[src/rtl/core/sfd_pkg.sv]
// Shared types and constants of the SLIP frame decoder.
`timescale 1ns / 1ps

package sfd_pkg;

  // SLIP framing bytes
  localparam logic [7:0] SLIP_END     = 8'hC0;
  localparam logic [7:0] SLIP_ESC     = 8'hDB;
  localparam logic [7:0] SLIP_ESC_END = 8'hDC;
  localparam logic [7:0] SLIP_ESC_ESC = 8'hDD;

  // Input operation codes
  localparam logic OP_DATA = 1'b0;
  localparam logic OP_ARM  = 1'b1;

  // Result kinds
  localparam logic [1:0] KIND_BYTE     = 2'd0;
  localparam logic [1:0] KIND_END      = 2'd1;
  localparam logic [1:0] KIND_OVERFLOW = 2'd2;

  // Decode status codes
  localparam logic [1:0] STATUS_OK  = 2'd0;
  localparam logic [1:0] STATUS_CUT = 2'd1;
  localparam logic [1:0] STATUS_BAD = 2'd2;

  // Receiver modes
  localparam logic [1:0] MODE_IDLE  = 2'd0;
  localparam logic [1:0] MODE_HUNT  = 2'd1;
  localparam logic [1:0] MODE_FRAME = 2'd2;

  localparam logic [15:0] MAX_RAW_LENGTH_RESET = 16'd256;

  typedef struct packed {
    logic [1:0]  kind;
    logic [7:0]  payload_byte;
    logic [15:0] payload_length;
    logic [1:0]  decode_status;
  } result_t;

endpackage

[src/rtl/core/slip_frame_decoder_core.sv]
// SLIP frame decoder top level: streaming decode with a registered, skid-buffered result.
`timescale 1ns / 1ps
//
// Usage:
//   in_*  : one item per raw event. in_tuser = operation (0 data byte, 1 arm),
//           in_tdata = received raw byte. Arm starts a hunt for the opening END.
//   out_* : decoded results. out_tuser = kind (0 payload byte, 1 frame end,
//           2 overflow). out_tdata carries payload_byte, payload_length and
//           decode_status.
//   cfg_* : writes max_raw_length (frame limit: max_raw_length - 1 raw bytes incl. both ENDs).
//           Write only while the block is idle; cfg_ready is always high.
// Output: each result is registered, in the skid register if the output register is stalled.
// Throughput: one item per cycle while in_tready is high; the mode and counter
//   update is a single registered pass per byte.
// Reset: receiver idle (needs an arm), counts cleared, max_raw_length = 256.
// Stall: while out_tready is low a second result is held in a skid register;
//   in_tready drops only when both the output and skid registers are full.
module slip_frame_decoder_core
  import sfd_pkg::*;
(
  input  logic        clk,
  input  logic        rst_n,
  // input channel
  input  logic        in_tvalid,
  output logic        in_tready,
  input  logic [7:0]  in_tdata,   // [7:0] data_byte
  input  logic        in_tuser,   // [0] operation
  // result channel
  output logic        out_tvalid,
  input  logic        out_tready,
  output logic [31:0] out_tdata,  // [7:0] payload_byte, [23:8] payload_length,
                                  // [25:24] decode_status, [31:26] zero
  output logic [1:0]  out_tuser,  // [1:0] kind
  // configuration
  input  logic        cfg_valid,
  output logic        cfg_ready,
  input  logic [15:0] cfg_data    // max_raw_length
);

  logic [15:0] max_len_r;
  logic [1:0]  mode_r, mode_nxt;
  logic [15:0] raw_cnt_r, raw_cnt_nxt;
  logic [15:0] pay_cnt_r, pay_cnt_nxt;
  logic        esc_r, esc_nxt;
  logic [1:0]  err_r, err_nxt;

  logic        out_valid_r;
  result_t     out_r;
  logic        skid_valid_r;
  result_t     skid_r;

  logic        in_fire, out_fire;
  logic        has_res;
  result_t     res;
  logic [15:0] limit;
  logic [7:0]  dec_byte;

  assign cfg_ready = 1'b1;
  assign in_tready = !skid_valid_r;
  assign in_fire   = in_tvalid && in_tready;
  assign out_fire  = out_valid_r && out_tready;

  assign limit = (max_len_r != 16'd0) ? max_len_r - 16'd1 : 16'd0;

  always_comb begin
    mode_nxt    = mode_r;
    raw_cnt_nxt = raw_cnt_r;
    pay_cnt_nxt = pay_cnt_r;
    esc_nxt     = esc_r;
    err_nxt     = err_r;
    has_res     = 1'b0;
    res         = '0;
    dec_byte    = in_tdata;
    if (in_tuser == OP_ARM) begin
      mode_nxt    = MODE_HUNT;
      raw_cnt_nxt = '0;
      pay_cnt_nxt = '0;
      esc_nxt     = 1'b0;
      err_nxt     = STATUS_OK;
    end else if (mode_r == MODE_HUNT) begin
      if (in_tdata == SLIP_END) begin
        mode_nxt    = MODE_FRAME;
        raw_cnt_nxt = 16'd1;
        pay_cnt_nxt = '0;
        esc_nxt     = 1'b0;
        err_nxt     = STATUS_OK;
      end
    end else if (mode_r == MODE_FRAME) begin
      if (raw_cnt_r >= limit) begin
        // drop the byte, stay in the frame
        has_res  = 1'b1;
        res.kind = KIND_OVERFLOW;
      end else begin
        raw_cnt_nxt = raw_cnt_r + 16'd1;
        if (in_tdata == SLIP_END) begin
          has_res            = 1'b1;
          res.kind           = KIND_END;
          res.payload_length = pay_cnt_r;
          res.decode_status  = (err_r == STATUS_OK && esc_r) ? STATUS_CUT : err_r;
          mode_nxt           = MODE_IDLE;
          esc_nxt            = 1'b0;
        end else if (err_r == STATUS_OK) begin
          if (esc_r) begin
            esc_nxt = 1'b0;
            case (in_tdata)
              SLIP_ESC_END: dec_byte = SLIP_END;
              SLIP_ESC_ESC: dec_byte = SLIP_ESC;
              default:      err_nxt  = STATUS_BAD;
            endcase
            if (in_tdata == SLIP_ESC_END || in_tdata == SLIP_ESC_ESC) begin
              has_res     = 1'b1;
              pay_cnt_nxt = pay_cnt_r + 16'd1;
            end
          end else if (in_tdata == SLIP_ESC) begin
            esc_nxt = 1'b1;
          end else begin
            has_res     = 1'b1;
            pay_cnt_nxt = pay_cnt_r + 16'd1;
          end
          if (has_res) begin
            res.kind         = KIND_BYTE;
            res.payload_byte = dec_byte;
          end
        end
      end
    end
  end

  always_ff @(posedge clk) begin
    if (!rst_n) begin
      max_len_r <= MAX_RAW_LENGTH_RESET;
    end else if (cfg_valid && cfg_ready) begin
      max_len_r <= cfg_data;
    end
  end

  always_ff @(posedge clk) begin
    if (!rst_n) begin
      mode_r    <= MODE_IDLE;
      raw_cnt_r <= '0;
      pay_cnt_r <= '0;
      esc_r     <= 1'b0;
      err_r     <= STATUS_OK;
    end else if (in_fire) begin
      mode_r    <= mode_nxt;
      raw_cnt_r <= raw_cnt_nxt;
      pay_cnt_r <= pay_cnt_nxt;
      esc_r     <= esc_nxt;
      err_r     <= err_nxt;
    end
  end

  // Output register with one skid entry behind it.
  always_ff @(posedge clk) begin
    if (!rst_n) begin
      out_valid_r  <= 1'b0;
      skid_valid_r <= 1'b0;
    end else if (skid_valid_r) begin
      if (out_fire) begin
        out_valid_r  <= 1'b1;
        skid_valid_r <= 1'b0;
      end
    end else if (in_fire && has_res) begin
      if (!out_valid_r || out_fire) begin
        out_valid_r <= 1'b1;
      end else begin
        skid_valid_r <= 1'b1;
      end
    end else if (out_fire) begin
      out_valid_r <= 1'b0;
    end
  end

  always_ff @(posedge clk) begin
    if (skid_valid_r) begin
      if (out_fire) begin
        out_r <= skid_r;
      end
    end else if (in_fire && has_res) begin
      if (!out_valid_r || out_fire) begin
        out_r <= res;
      end else begin
        skid_r <= res;
      end
    end
  end

  assign out_tvalid = out_valid_r;
  assign out_tuser  = out_r.kind;
  assign out_tdata  = {6'd0, out_r.decode_status, out_r.payload_length, out_r.payload_byte};

endmodule

[config.mk]
export PLATFORM = sky130hd
export DESIGN_NAME = slip_frame_decoder_core
export DESIGN_NICKNAME = d
export VERILOG_FILES = /design/src/rtl/core/sfd_pkg.sv /design/src/rtl/core/slip_frame_decoder_core.sv
export SDC_FILE = /design/constraint.sdc
export NUM_CORES = 1
export LEC_CHECK = 0
export ABC_CLOCK_PERIOD_IN_PS = 6000
export BUFFER_PORTS_ARGS = -buffer_cell sky130_fd_sc_hd__buf_2
export CORE_MARGIN = 1.5
export CORE_UTILIZATION = 41
export DETAILED_ROUTE_END_ITERATION = 8
export PLACE_DENSITY = 0.66
export SETUP_SLACK_MARGIN = 0.05
export SLEW_MARGIN = 20
export SYNTH_ARGS = -nofsm -noshare
export SYNTH_HDL_FRONTEND = slang
export SYNTH_SLANG_ARGS = --single-unit
[constraint.sdc]
create_clock -name clk -period 6 [get_ports clk]
set_clock_uncertainty 0.2 [all_clocks]
set_input_delay 0 -clock clk [delete_from_list [all_inputs] [get_ports clk]]
set_output_delay 0 -clock clk [all_outputs]
set_load 0.01 [all_outputs]
==> reports/metrics.csv, run 1 <==
metric,value,unit
status,completed,
count of different cell masters after synthesis,58,
overall routing resource usage,0.183,
number of vias per cell,5.56,
"FFs w/ async S/R, synth",0,
final worst-path cycle share,0.847,
Final WS setup,916,ps
Diodes inserted,0,
post-synthesis to final-layout area growth,20.7,%
P per Cell Area,224,mW/mm^2
drt wl/cell,14.8,um
ys flop type,edfxtp_1,
met1 Use GR,0.229,
kind of critical path,register to register,
setup TNS,0,ps
root buf cell,clkbuf_16,
Synth Register Bits,110,
vias in the first global route,4710,
Mapped Area,0.00570,mm^2
critical path data arrival time,5040,ps
leakage,2.57,nW
PortBufs,59,
initial antenna violation count,0,
CP required,5950,ps
simple-gate area share of the yosys netlist,0.210,
initial core utilization,0.425,
Yosys top cell area share,0.295,
worst vdd ir,129,uV
dpl hpwl,8.24,mm
I/O pins,67,
worst skew pair latency,360,ps
clock sink count,110,
Synth area leader,edfxtp_1,
Die H,121,um
layout cells sized above 1,0.134,
H-tree lvl count,3,
grt peak-use layer,met2,
CTS Buf Count,9,
Area contributors post-synth,"edfxtp_1, dfxtp_1, o31ai_1",
Worst-path clk slew,80,ps
Compound-Gate Fraction of Synth Area,0.155,
crit path max fanout,14,
actual slew at the worst max-slew pin,1050,ps
most frequent cells in the layout,"nand2_1, buf_2, edfxtp_1",
"Slew Viols, Final",0,
hold crit path type,register to register,
Syn Inst Count,599,
Total Die Area,0.0146,mm^2
Die Wd,121,um
unrepaired setup endpoints after global routing,no,
nets@finish,738,
met2 usage,0.314,
Resized cells post-CTS,0,
FMAX,0.197,GHz
GRT met3 Usage,0.0244,
DR DRC count,0,
Post-Synth Adder-Cell Area,0.0439,
crit path time final,5080,ps
largest net degree at the start of global routing,59,
CTS tree,done,
pre-CTS setup slack,1020,ps
Fillers,1230,
"commonest non-fill, non-tap cell in the layout",nand2_1,
final WL,12.8,mm
drt first-iter violations,270,
average size of a mapped cell,9.51,um^2
Crit. End Element,register,
first-pass iteration count of the detailed router,4,
buffer count from post-CTS setup fixing,0,
sequential share of the synthesized area,0.485,
CP Launch Type,register,
post-synthesis xor/xnor area fraction,0.0200,
Cell Rows,42,
total of max-cap violations,0,
routability congestion estimate,0.857,
Yosys Warn Count,0,
core area,0.0134,mm^2
first-pass GRT wire length,21.6,mm
maximum clock path buffer count,2,
largest family of logic cells by synthesized area,simple AND/OR/NAND/NOR gates,
"Hold Vio Cnt, Final",0,
Rel. slew slack,0.296,
mux share of post-synthesis cell area,0.0301,
"antenna viol nets, final",0,
gr ovfl total,0,
Hold Buf Count CTS,48,
number of enable flip-flop cells after synthesis,56,
via count,4829,
final setup fails,0,
metrics by stage:
step           hold WS (ps)  total power, mW   util  cell area (um^2)  cells
4_1_cts                 287             1.55  0.513              6870    869
5_1_grt                 315             1.59  0.513              6880    869
3_3_place_gp           34.5            0.922  0.455              6100    805
2_1_floorplan         -71.0            0.895      -              5720    604
3_5_place_dp           46.1            0.927  0.455              6100    805
6_report                291             1.54  0.513              6880    869
final timing paths:
kind,depth (start not counted),endpoint,startpoint,slack [ps]
worst min-delay path,2,pay_cnt_r[12],pay_cnt_r[12],290
worst max register to register,13,out_tdata[4],max_len_r[2],920
worst max-delay path,13,out_tdata[4],max_len_r[2],920
worst min register to register,2,pay_cnt_r[12],pay_cnt_r[12],290
cells by family after synthesis:
family / after synthesis
compound gates: 131
xor+xnor: 13
fa+ha+maj: 20
buf+inv: 73
flops: 110
mux: 17
other cells: 2
simple gates: 233
cell type report:
type | count | area (um^2) | area share
Clock inverter | 6 | 61.3 | 0.00891
Sequential cell | 110 | 2760 | 0.402
Multi-Input combinational cell | 421 | 2660 | 0.387
Tap cell | 176 | 220 | 0.0320
Clock buffer | 10 | 229 | 0.0333
Timing Repair Buffer | 112 | 813 | 0.118
Inverter | 34 | 128 | 0.0186
flip-flops by register name, indices dropped and copies added (netlist names):
name	cells
raw_cnt_r	16
pay_cnt_r	16
esc_r	1
out_tvalid	1
max_len_r	16
out_tuser	2
skid_valid_r	1
out_tdata	26
mode_r	2
skid_r	28
err_r	1
critical path, cell delays in order (launching register included):
cell and delay (ps):
dfxtp_1 360, or4_1 590, nor3_1 350, nand2_1 190, nor3_1 260, xor2_1 200, nand2_1 80, ha_1 310
a21o_1 180, a21o_1 170, a221o_1 350, nor3_2 510, nand4_1 620, o41ai_1 510
per-layer routing:
metal	share of wire	wire length (um)
met4	0.020	262
met3	0.035	448
met2	0.50	6390
met1	0.45	5720
met5	0	0
synthesized netlist by cell type (12+ instances only):
master and number:
clkbuf_1 23, mux2i_1 16, dfxtp_1 54, nor2_1 54, nand4_1 12, edfxtp_1 56, nand2_1 72, or4_1 25
o31ai_1 50, nand3_1 17, inv_1 32, nor3_1 12, a21oi_1 39, ha_1 20
power by group:
part	switching (mW)	total (mW)	internal, mW	leakage [nW]
Sequential	0.00979	0.799	0.789	0.958
Combinational	0.0767	0.143	0.0665	1.47
Clock	0.304	0.600	0.296	0.141
Total	0.391	1.54	1.15	2.57
(Power assumes the default switching activity.)
==> run 2: changes to the inputs <==
--- a/config.mk
+++ b/config.mk
@@ -5,12 +5,12 @@
 export SDC_FILE = /design/constraint.sdc
 export NUM_CORES = 1
 export LEC_CHECK = 0
-export ABC_CLOCK_PERIOD_IN_PS = 6000
+export ABC_CLOCK_PERIOD_IN_PS = 4100
 export BUFFER_PORTS_ARGS = -buffer_cell sky130_fd_sc_hd__buf_2
 export CORE_MARGIN = 1.5
 export CORE_UTILIZATION = 41
 export DETAILED_ROUTE_END_ITERATION = 8
-export PLACE_DENSITY = 0.66
+export PLACE_DENSITY = 0.69
 export SETUP_SLACK_MARGIN = 0.05
 export SLEW_MARGIN = 20
 export SYNTH_ARGS = -nofsm -noshare
==> constraint.sdc (replaced) <==
create_clock -name clk -period 4.1 [get_ports clk]
set_clock_uncertainty 0.2 [all_clocks]
set_input_delay 0 -clock clk [delete_from_list [all_inputs] [get_ports clk]]
set_output_delay 0 -clock clk [all_outputs]
set_load 0.01 [all_outputs]
==> reports/metrics.csv, run 2 (synthesis gave the netlist of run 1 again) <==
metric,value,unit,change
Rel. slew slack,0.0443,,-0.252
Fillers,1058,,-14%
worst skew pair latency,360,ps,about the same
CTS Buf Count,9,,unchanged
Total Die Area,0.0146,mm^2,unchanged
total of max-cap violations,0,,unchanged
clock sink count,110,,unchanged
Pint,1.71,mW,+49%
first-pass iteration count of the detailed router,5,,+1
Comb power frac,0.122,,+0.029
layout cells sized above 1,0.292,,+0.158
critical path data arrival time,4380,ps,-660 ps
Final WS setup,-193,ps,-1110 ps
GRT met3 Usage,0.0338,,+0.00940
pre-CTS setup slack,-206,ps,-1230 ps
leakage,2.96,nW,+15%
worst vdd ir,216,uV,+67%
DP Cell Count,823,,+2.2%
vias in the first global route,4955,,+5.2%
H-tree lvl count,3,,unchanged
Pwr Total,2.30,mW,+49%
CP required,4190,ps,-1760 ps
failing checks,setup timing,,
"commonest non-fill, non-tap cell in the layout",nand2_1,,
post-route insts no fill,915,,+5.3%
FMAX,0.233,GHz,+18%
Clk pwr share,0.370,,-0.019
kind of critical path,register to register,,
nets@finish,784,,+6.2%
"Hold Vio Cnt, Final",0,,unchanged
Psw,589,uW,+51%
"Slew Viols, Final",0,,unchanged
routability congestion estimate,0.891,,+3.9%
actual slew at the worst max-slew pin,1430,ps,+387 ps
area of all sequential standard cells,0.00277,mm^2,about the same
core area,0.0134,mm^2,unchanged
crit path time final,4290,ps,-791 ps
switch share,0.256,,+0.00263
max FFs per register,28,,unchanged
final worst-path cycle share,1.05,,+0.200
I/O pins,67,,unchanged
drt first-iter violations,332,,+23%
most frequent cells in the layout,"nand2_1, buf_2, edfxtp_1",,
met1 Use GR,0.230,,+0.00143
P per Cell Area,284,mW/mm^2,+27%
WHS Path Cells,3,,+1
met2 usage,0.355,,+0.0412
overall routing resource usage,0.200,,+0.0171
largest net degree at the start of global routing,59,,unchanged
status,"finished, violations left",,
drt wl/cell,17.9,um,+21%
DR DRC count,0,,unchanged
final design utilization,0.604,,+0.0909
hold crit path type,input pin to register,,
crit path max fanout,13,,-1
PortBufs,59,,unchanged
Largest Register,skid_r,,
first-pass GRT wire length,23.1,mm,+6.9%
Seq pwr share,0.508,,-0.010
Cell Rows,42,,unchanged
Crit. End Element,register,,
"antenna viol nets, final",0,,unchanged
Die H,121,um,unchanged
grt peak-use layer,met2,,
dpl hpwl,8.58,mm,+4.0%
root buf cell,clkbuf_16,,
gr ovfl total,0,,unchanged
reg2reg setup slack,-190,ps,-1110 ps
final WL,16.4,mm,+28%
initial core utilization,0.425,,unchanged
unrepaired setup endpoints after global routing,yes,,
initial antenna violation count,0,,unchanged
area of the multi-input gates,0.00331,mm^2,+24%
post-synthesis to final-layout area growth,42.1,%,
Die Wd,121,um,unchanged
maximum clock path buffer count,2,,unchanged
CTS tree,done,,
via count,5293,,+9.6%
Reg2Reg Depth,14,,+1
CP Launch Type,register,,
final setup fails,52,,+52
Worst-path clk slew,80,ps,about the same
number of vias per cell,5.78,,+4.1%
Diodes inserted,0,,unchanged
run 2: cell count changes in the layout (fill, tap and decap cells not counted), moves of 8 or more:
cell / change
buf_6: +10
or4_4: +10
o31ai_4: +11
a21oi_1: -9
or4_1: -10
buf_4: +22
buf_12: +8
nor2_4: +15
nor2_1: -16
a21oi_2: +8
o31ai_1: -16
run 2: final cells by class:
type                    instances  share of cell area
inverters                      34              0.0158
clock inverters                 6             0.00742
multi-input cells             423               0.409
clock buffers                  10              0.0283
well taps                     176              0.0272
repair buffers                156               0.171
flip-flops and latches        110               0.341
run 2: power by group through the flow:
| stage | logic [mW] | clock network, mW | registers, mW |
|---|---|---|---|
| 6_report | 0.281 | 0.850 | 1.17 |
| 5_1_grt | 0.301 | 0.902 | 1.17 |
| 4_1_cts | 0.238 | 0.857 | 1.17 |
| 3_5_place_dp | 0.181 | 0 | 1.19 |
| 3_3_place_gp | 0.173 | 0 | 1.19 |
| 2_1_floorplan | 0.124 | 0 | 1.19 |
run 2: worst max-delay path, cell delays in order, from the launching register on:
cell and delay [ps]:
dfxtp_2 320, or4_4 540, nor3_4 240, nand2_4 130, nor3_4 160, xor2_1 210, nand2_1 130, ha_4 230
a21o_1 190, a21o_1 180, a221o_1 380, o31a_4 440, clkbuf_16 190, or4_1 470, a21oi_1 200
run 2: worst paths after layout:
kind / startpoint / end
setup / recovery: max_len_r[2] / pay_cnt_r[15]
hold / removal: cfg_valid / max_len_r[11]
setup reg to reg: max_len_r[2] / pay_cnt_r[15]
hold reg to reg: raw_cnt_r[15] / raw_cnt_r[15]
run 2: through the flow:
stage | hold slack, ps | setup TNS [ps] | instance area (um^2)
5_1_grt | 42.7 | -12680 | 8100
3_5_place_dp | 43.9 | -14030 | 6280
4_1_cts | 8.86 | 0 | 7270
6_report | 17.7 | -3300 | 8100
3_3_place_gp | 32.0 | -1250 | 6280
2_1_floorplan | -71.0 | 0 | 5760
run 2: timing repair:
item,CTS,global route
buffers inserted,8,12
pin swaps,11,19
resized for setup,20,115
endpoints found under the setup margin,124,135
hold buffers,46,0
gates cloned,3,7
hold endpoints to repair,41,0
run 2: per-layer routing:
| layer | share of wire | vias up | wire length, um |
|---|---|---|---|
| li1 | - | 2487 | - |
| met1 | 0.39 | 2586 | 6460 |
| met2 | 0.53 | 182 | 8650 |
| met3 | 0.051 | 38 | 834 |
| met4 | 0.026 | 0 | 433 |
| met5 | 0 | - | 0 |
==> run 3: changes to the inputs <==
--- a/config.mk
+++ b/config.mk
@@ -5,12 +5,13 @@
 export SDC_FILE = /design/constraint.sdc
 export NUM_CORES = 1
 export LEC_CHECK = 0
+export ABC_AREA = 1
 export ABC_CLOCK_PERIOD_IN_PS = 4100
 export BUFFER_PORTS_ARGS = -buffer_cell sky130_fd_sc_hd__buf_2
 export CORE_MARGIN = 1.5
 export CORE_UTILIZATION = 41
 export DETAILED_ROUTE_END_ITERATION = 8
-export PLACE_DENSITY = 0.69
+export PLACE_DENSITY = 0.68
 export SETUP_SLACK_MARGIN = 0.05
 export SLEW_MARGIN = 20
 export SYNTH_ARGS = -nofsm -noshare
==> reports/metrics.csv, run 3 <==
metric,value,unit,change
status,completed,,
DR DRC count,0,,unchanged
Crit path top cell by count,nand2_1,,
Yosys top cell area share,0.266,,-0.0292
ys flop type,edfxtp_1,,
"Slew Viols, Final",0,,unchanged
"Hold Vio Cnt, Final",0,,unchanged
Area contributors post-synth,"edfxtp_1, dfxtp_1, nand2_1",,
Pwr Total,2.41,mW,+4.9%
actual slew at the worst max-slew pin,1030,ps,-407 ps
Final WS setup,295,ps,+488 ps
leakage,3.12,nW,+5.7%
"slowest stage delay, CP",550,ps,about the same
most frequent cell after synthesis,nand2_1,,
root buf cell,clkbuf_16,,
Syn Inst Count,838,,+40%
simple-gate area share of the yosys netlist,0.298,,+0.0886
Fillers,1420,,+34%
Post-synth top cells,"nand2_1, nor2_1, inv_1, a21oi_1, nand3_1",,
overall routing resource usage,0.190,,-0.0102
final setup fails,0,,-100%
total of max-cap violations,0,,unchanged
Synth area leader,edfxtp_1,,
"FFs w/ async S/R, synth",0,,unchanged
layout cells sized above 1,0.114,,-0.178
P per Cell Area,323,mW/mm^2,+14%
I/O pins,67,,unchanged
PortBufs,59,,unchanged
gr ovfl total,0,,unchanged
first-pass iteration count of the detailed router,5,,unchanged
largest family of logic cells by synthesized area,simple AND/OR/NAND/NOR gates,,
drt wl/cell,13.5,um,-24%
area of all sequential standard cells,0.00276,mm^2,about the same
RR Startpoint,max_len_r[2],,
number of enable flip-flop cells after synthesis,56,,unchanged
unrepaired setup endpoints after global routing,no,,
CP required,4190,ps,about the same
buffer count from post-CTS setup fixing,0,,-8
crit path time final,3800,ps,-488 ps
CTS tree,done,,
H-tree lvl count,3,,unchanged
Post-Synth Adder-Cell Area,0.0396,,-0.00435
number of vias per cell,5.24,,-9.5%
Worst-path clk slew,80,ps,about the same
Synth Register Bits,110,,unchanged
mux share of post-synthesis cell area,0,,-0.0301
post-synthesis xor/xnor area fraction,0.0138,,-0.00613
maximum clock path buffer count,2,,unchanged
Reg2Reg Depth,19,,+5
Die Wd,127,um,+5.2%
critical path data arrival time,3890,ps,-490 ps
FF-to-FF End,esc_r,,
routability congestion estimate,0.869,,-2.4%
Total Die Area,0.0162,mm^2,+11%
largest net degree at the start of global routing,46,,-22%
CTS Buf Count,9,,unchanged
Compound-Gate Fraction of Synth Area,0.112,,-0.0437
Diodes inserted,0,,unchanged
Cell Rows,45,,+7.1%
crit path max fanout,15,,+2
worst vdd ir,199,uV,-8.2%
"antenna viol nets, final",0,,unchanged
hold crit path type,input pin to register,,
post-synthesis to final-layout area growth,18.2,%,
max FFs per register,28,,unchanged
initial antenna violation count,0,,unchanged
CP Launch Type,register,,
drt first-iter violations,413,,+24%
initial core utilization,0.418,,-0.00761
count of different cell masters after synthesis,39,,-33%
Crit. End Element,register,,
DP Cell Count,1056,,+28%
Rel. slew slack,0.315,,+0.271
area of the multi-input gates,0.00299,mm^2,-9.8%
crit path cell chain,nor2_1 -> nand2_1 -> nor3_1 -> nand3_1 -> nor2_2 -> nand3_1 -> xor2_1 -> nand2_1 -> ha_1 -> a21oi_1 -> o21ai_0 -> a21oi_1 -> nand2_2 -> nand2_8 -> nand3_1 -> nand2_1 -> nand2_1 -> nor2_1 -> dlygate4sd3_1,,
most frequent cells in the layout,"nand2_1, nor2_1, inv_1",,
worst skew pair latency,350,ps,about the same
"commonest non-fill, non-tap cell in the layout",nand2_1,,
Mapped Area,0.00632,mm^2,+11%
Hold Crit Start,in_tdata[2],,
FMAX,0.263,GHz,+13%
final WL,15.1,mm,-7.8%
average size of a mapped cell,7.55,um^2,-21%
via count,5850,,+11%
sequential share of the synthesized area,0.437,,-0.0481
Yosys Warn Count,0,,unchanged
core area,0.0151,mm^2,+13%
pre-CTS setup slack,591,ps,+797 ps
vias in the first global route,5332,,+7.6%
final worst-path cycle share,0.928,,-0.119
kind of critical path,register to register,,
nets@finish,974,,+24%
setup TNS,0,ps,+3300 ps
first-pass GRT wire length,25.2,mm,+9.1%
Crit-path slowest cell,dlygate4sd3_1,,
clock sink count,110,,unchanged
Die H,127,um,+5.2%
dpl hpwl,9.95,mm,+16%
Largest Register,skid_r,,
reg2reg setup slack,300,ps,+490 ps
WHS Path Cells,5,,+2
final design utilization,0.494,,-0.111
hold endpoint,skid_r[20],,
post-route insts no fill,1117,,+22%
[run 3: cell count changes after synthesis, sizes merged, moves of 32 or more]
cell	previous run	this run
nand2	72	159
nor2	54	130
inv	33	101
o31ai	51	0
nand3	17	60
a21oi	39	75
nand4	12	46
o21ai	11	43
[run 3: how the worst max path moves through the flow]
stage / from / end / slack (ps) / cells past startpoint
finish: max_len_r[2] / esc_r / 300 / 19
detailed placement: max_len_r[0] / out_tdata[15] / 590 / 15
CTS: max_len_r[2] / esc_r / 260 / 18
global route: max_len_r[6] / esc_r / 80 / 21
floorplan: max_len_r[0] / out_tdata[0] / 410 / 13
global placement: max_len_r[0] / out_tdata[15] / 660 / 15
[run 3: layer usage]
layer	vias up	track usage	share of wire
met1	2665	0.260	0.47
met2	182	0.309	0.46
li1	2976	-	-
met4	0	0.0702	0.021
met5	-	0	0
met3	27	0.0255	0.049
[run 3: worst max-delay path: cells and delay by family (launching register included)]
family          cells  cell delay (ps)
simple gates       13             1760
buf+inv             1              550
compound gates      3              420
flops               1              380
fa+ha+maj           1              290
xor+xnor            1              140
[run 3: cell families (layout without fill, tap and decap cells)]
| group | after synthesis | in the layout |
|---|---|---|
| DFF | 110 | 110 |
| adders and majority gates | 20 | 20 |
| and+or+nand+nor | 425 | 425 |
| AOI/OAI and AO/OA | 129 | 129 |
| buffers and inverters | 142 | 228 |
| xor gates and xnor gates | 10 | 10 |
| other | 2 | 7 |
[run 3: final cells by class]
cell class	count	share of cell area
Multi-Input combinational cell	591	0.399
Sequential cell	110	0.370
Timing Repair Buffer	110	0.106
Inverter	102	0.0519
Tap cell	188	0.0315
Clock buffer	9	0.0301
Clock inverter	7	0.0117
[run 3: metrics by stage]
| stage | instance area (um^2) | hold slack, ps |
|---|---|---|
| after floorplan | 6350 | -77.8 |
| after detailed placement | 6690 | 20.1 |
| final | 7480 | 10.5 |
| after global routing | 7480 | 64.9 |
| after CTS | 7450 | 12.8 |
| after global placement | 6690 | 15.3 |
[run 3: power breakdown]
group	leakage (nW)	switching, mW	total (mW)	internal, mW
Sequential	0.911	0.0224	1.19	1.17
Clock	0.155	0.435	0.927	0.492
Combinational	2.06	0.185	0.295	0.111
Total	3.12	0.642	2.41	1.77
[run 3: what timing repair did]
item / 4_1_cts / 5_1_grt
endpoints found under the hold margin: 38 / 0
resized for setup: 0 / 7
setup endpoints to repair: 0 / 2
hold buffers: 45 / 0
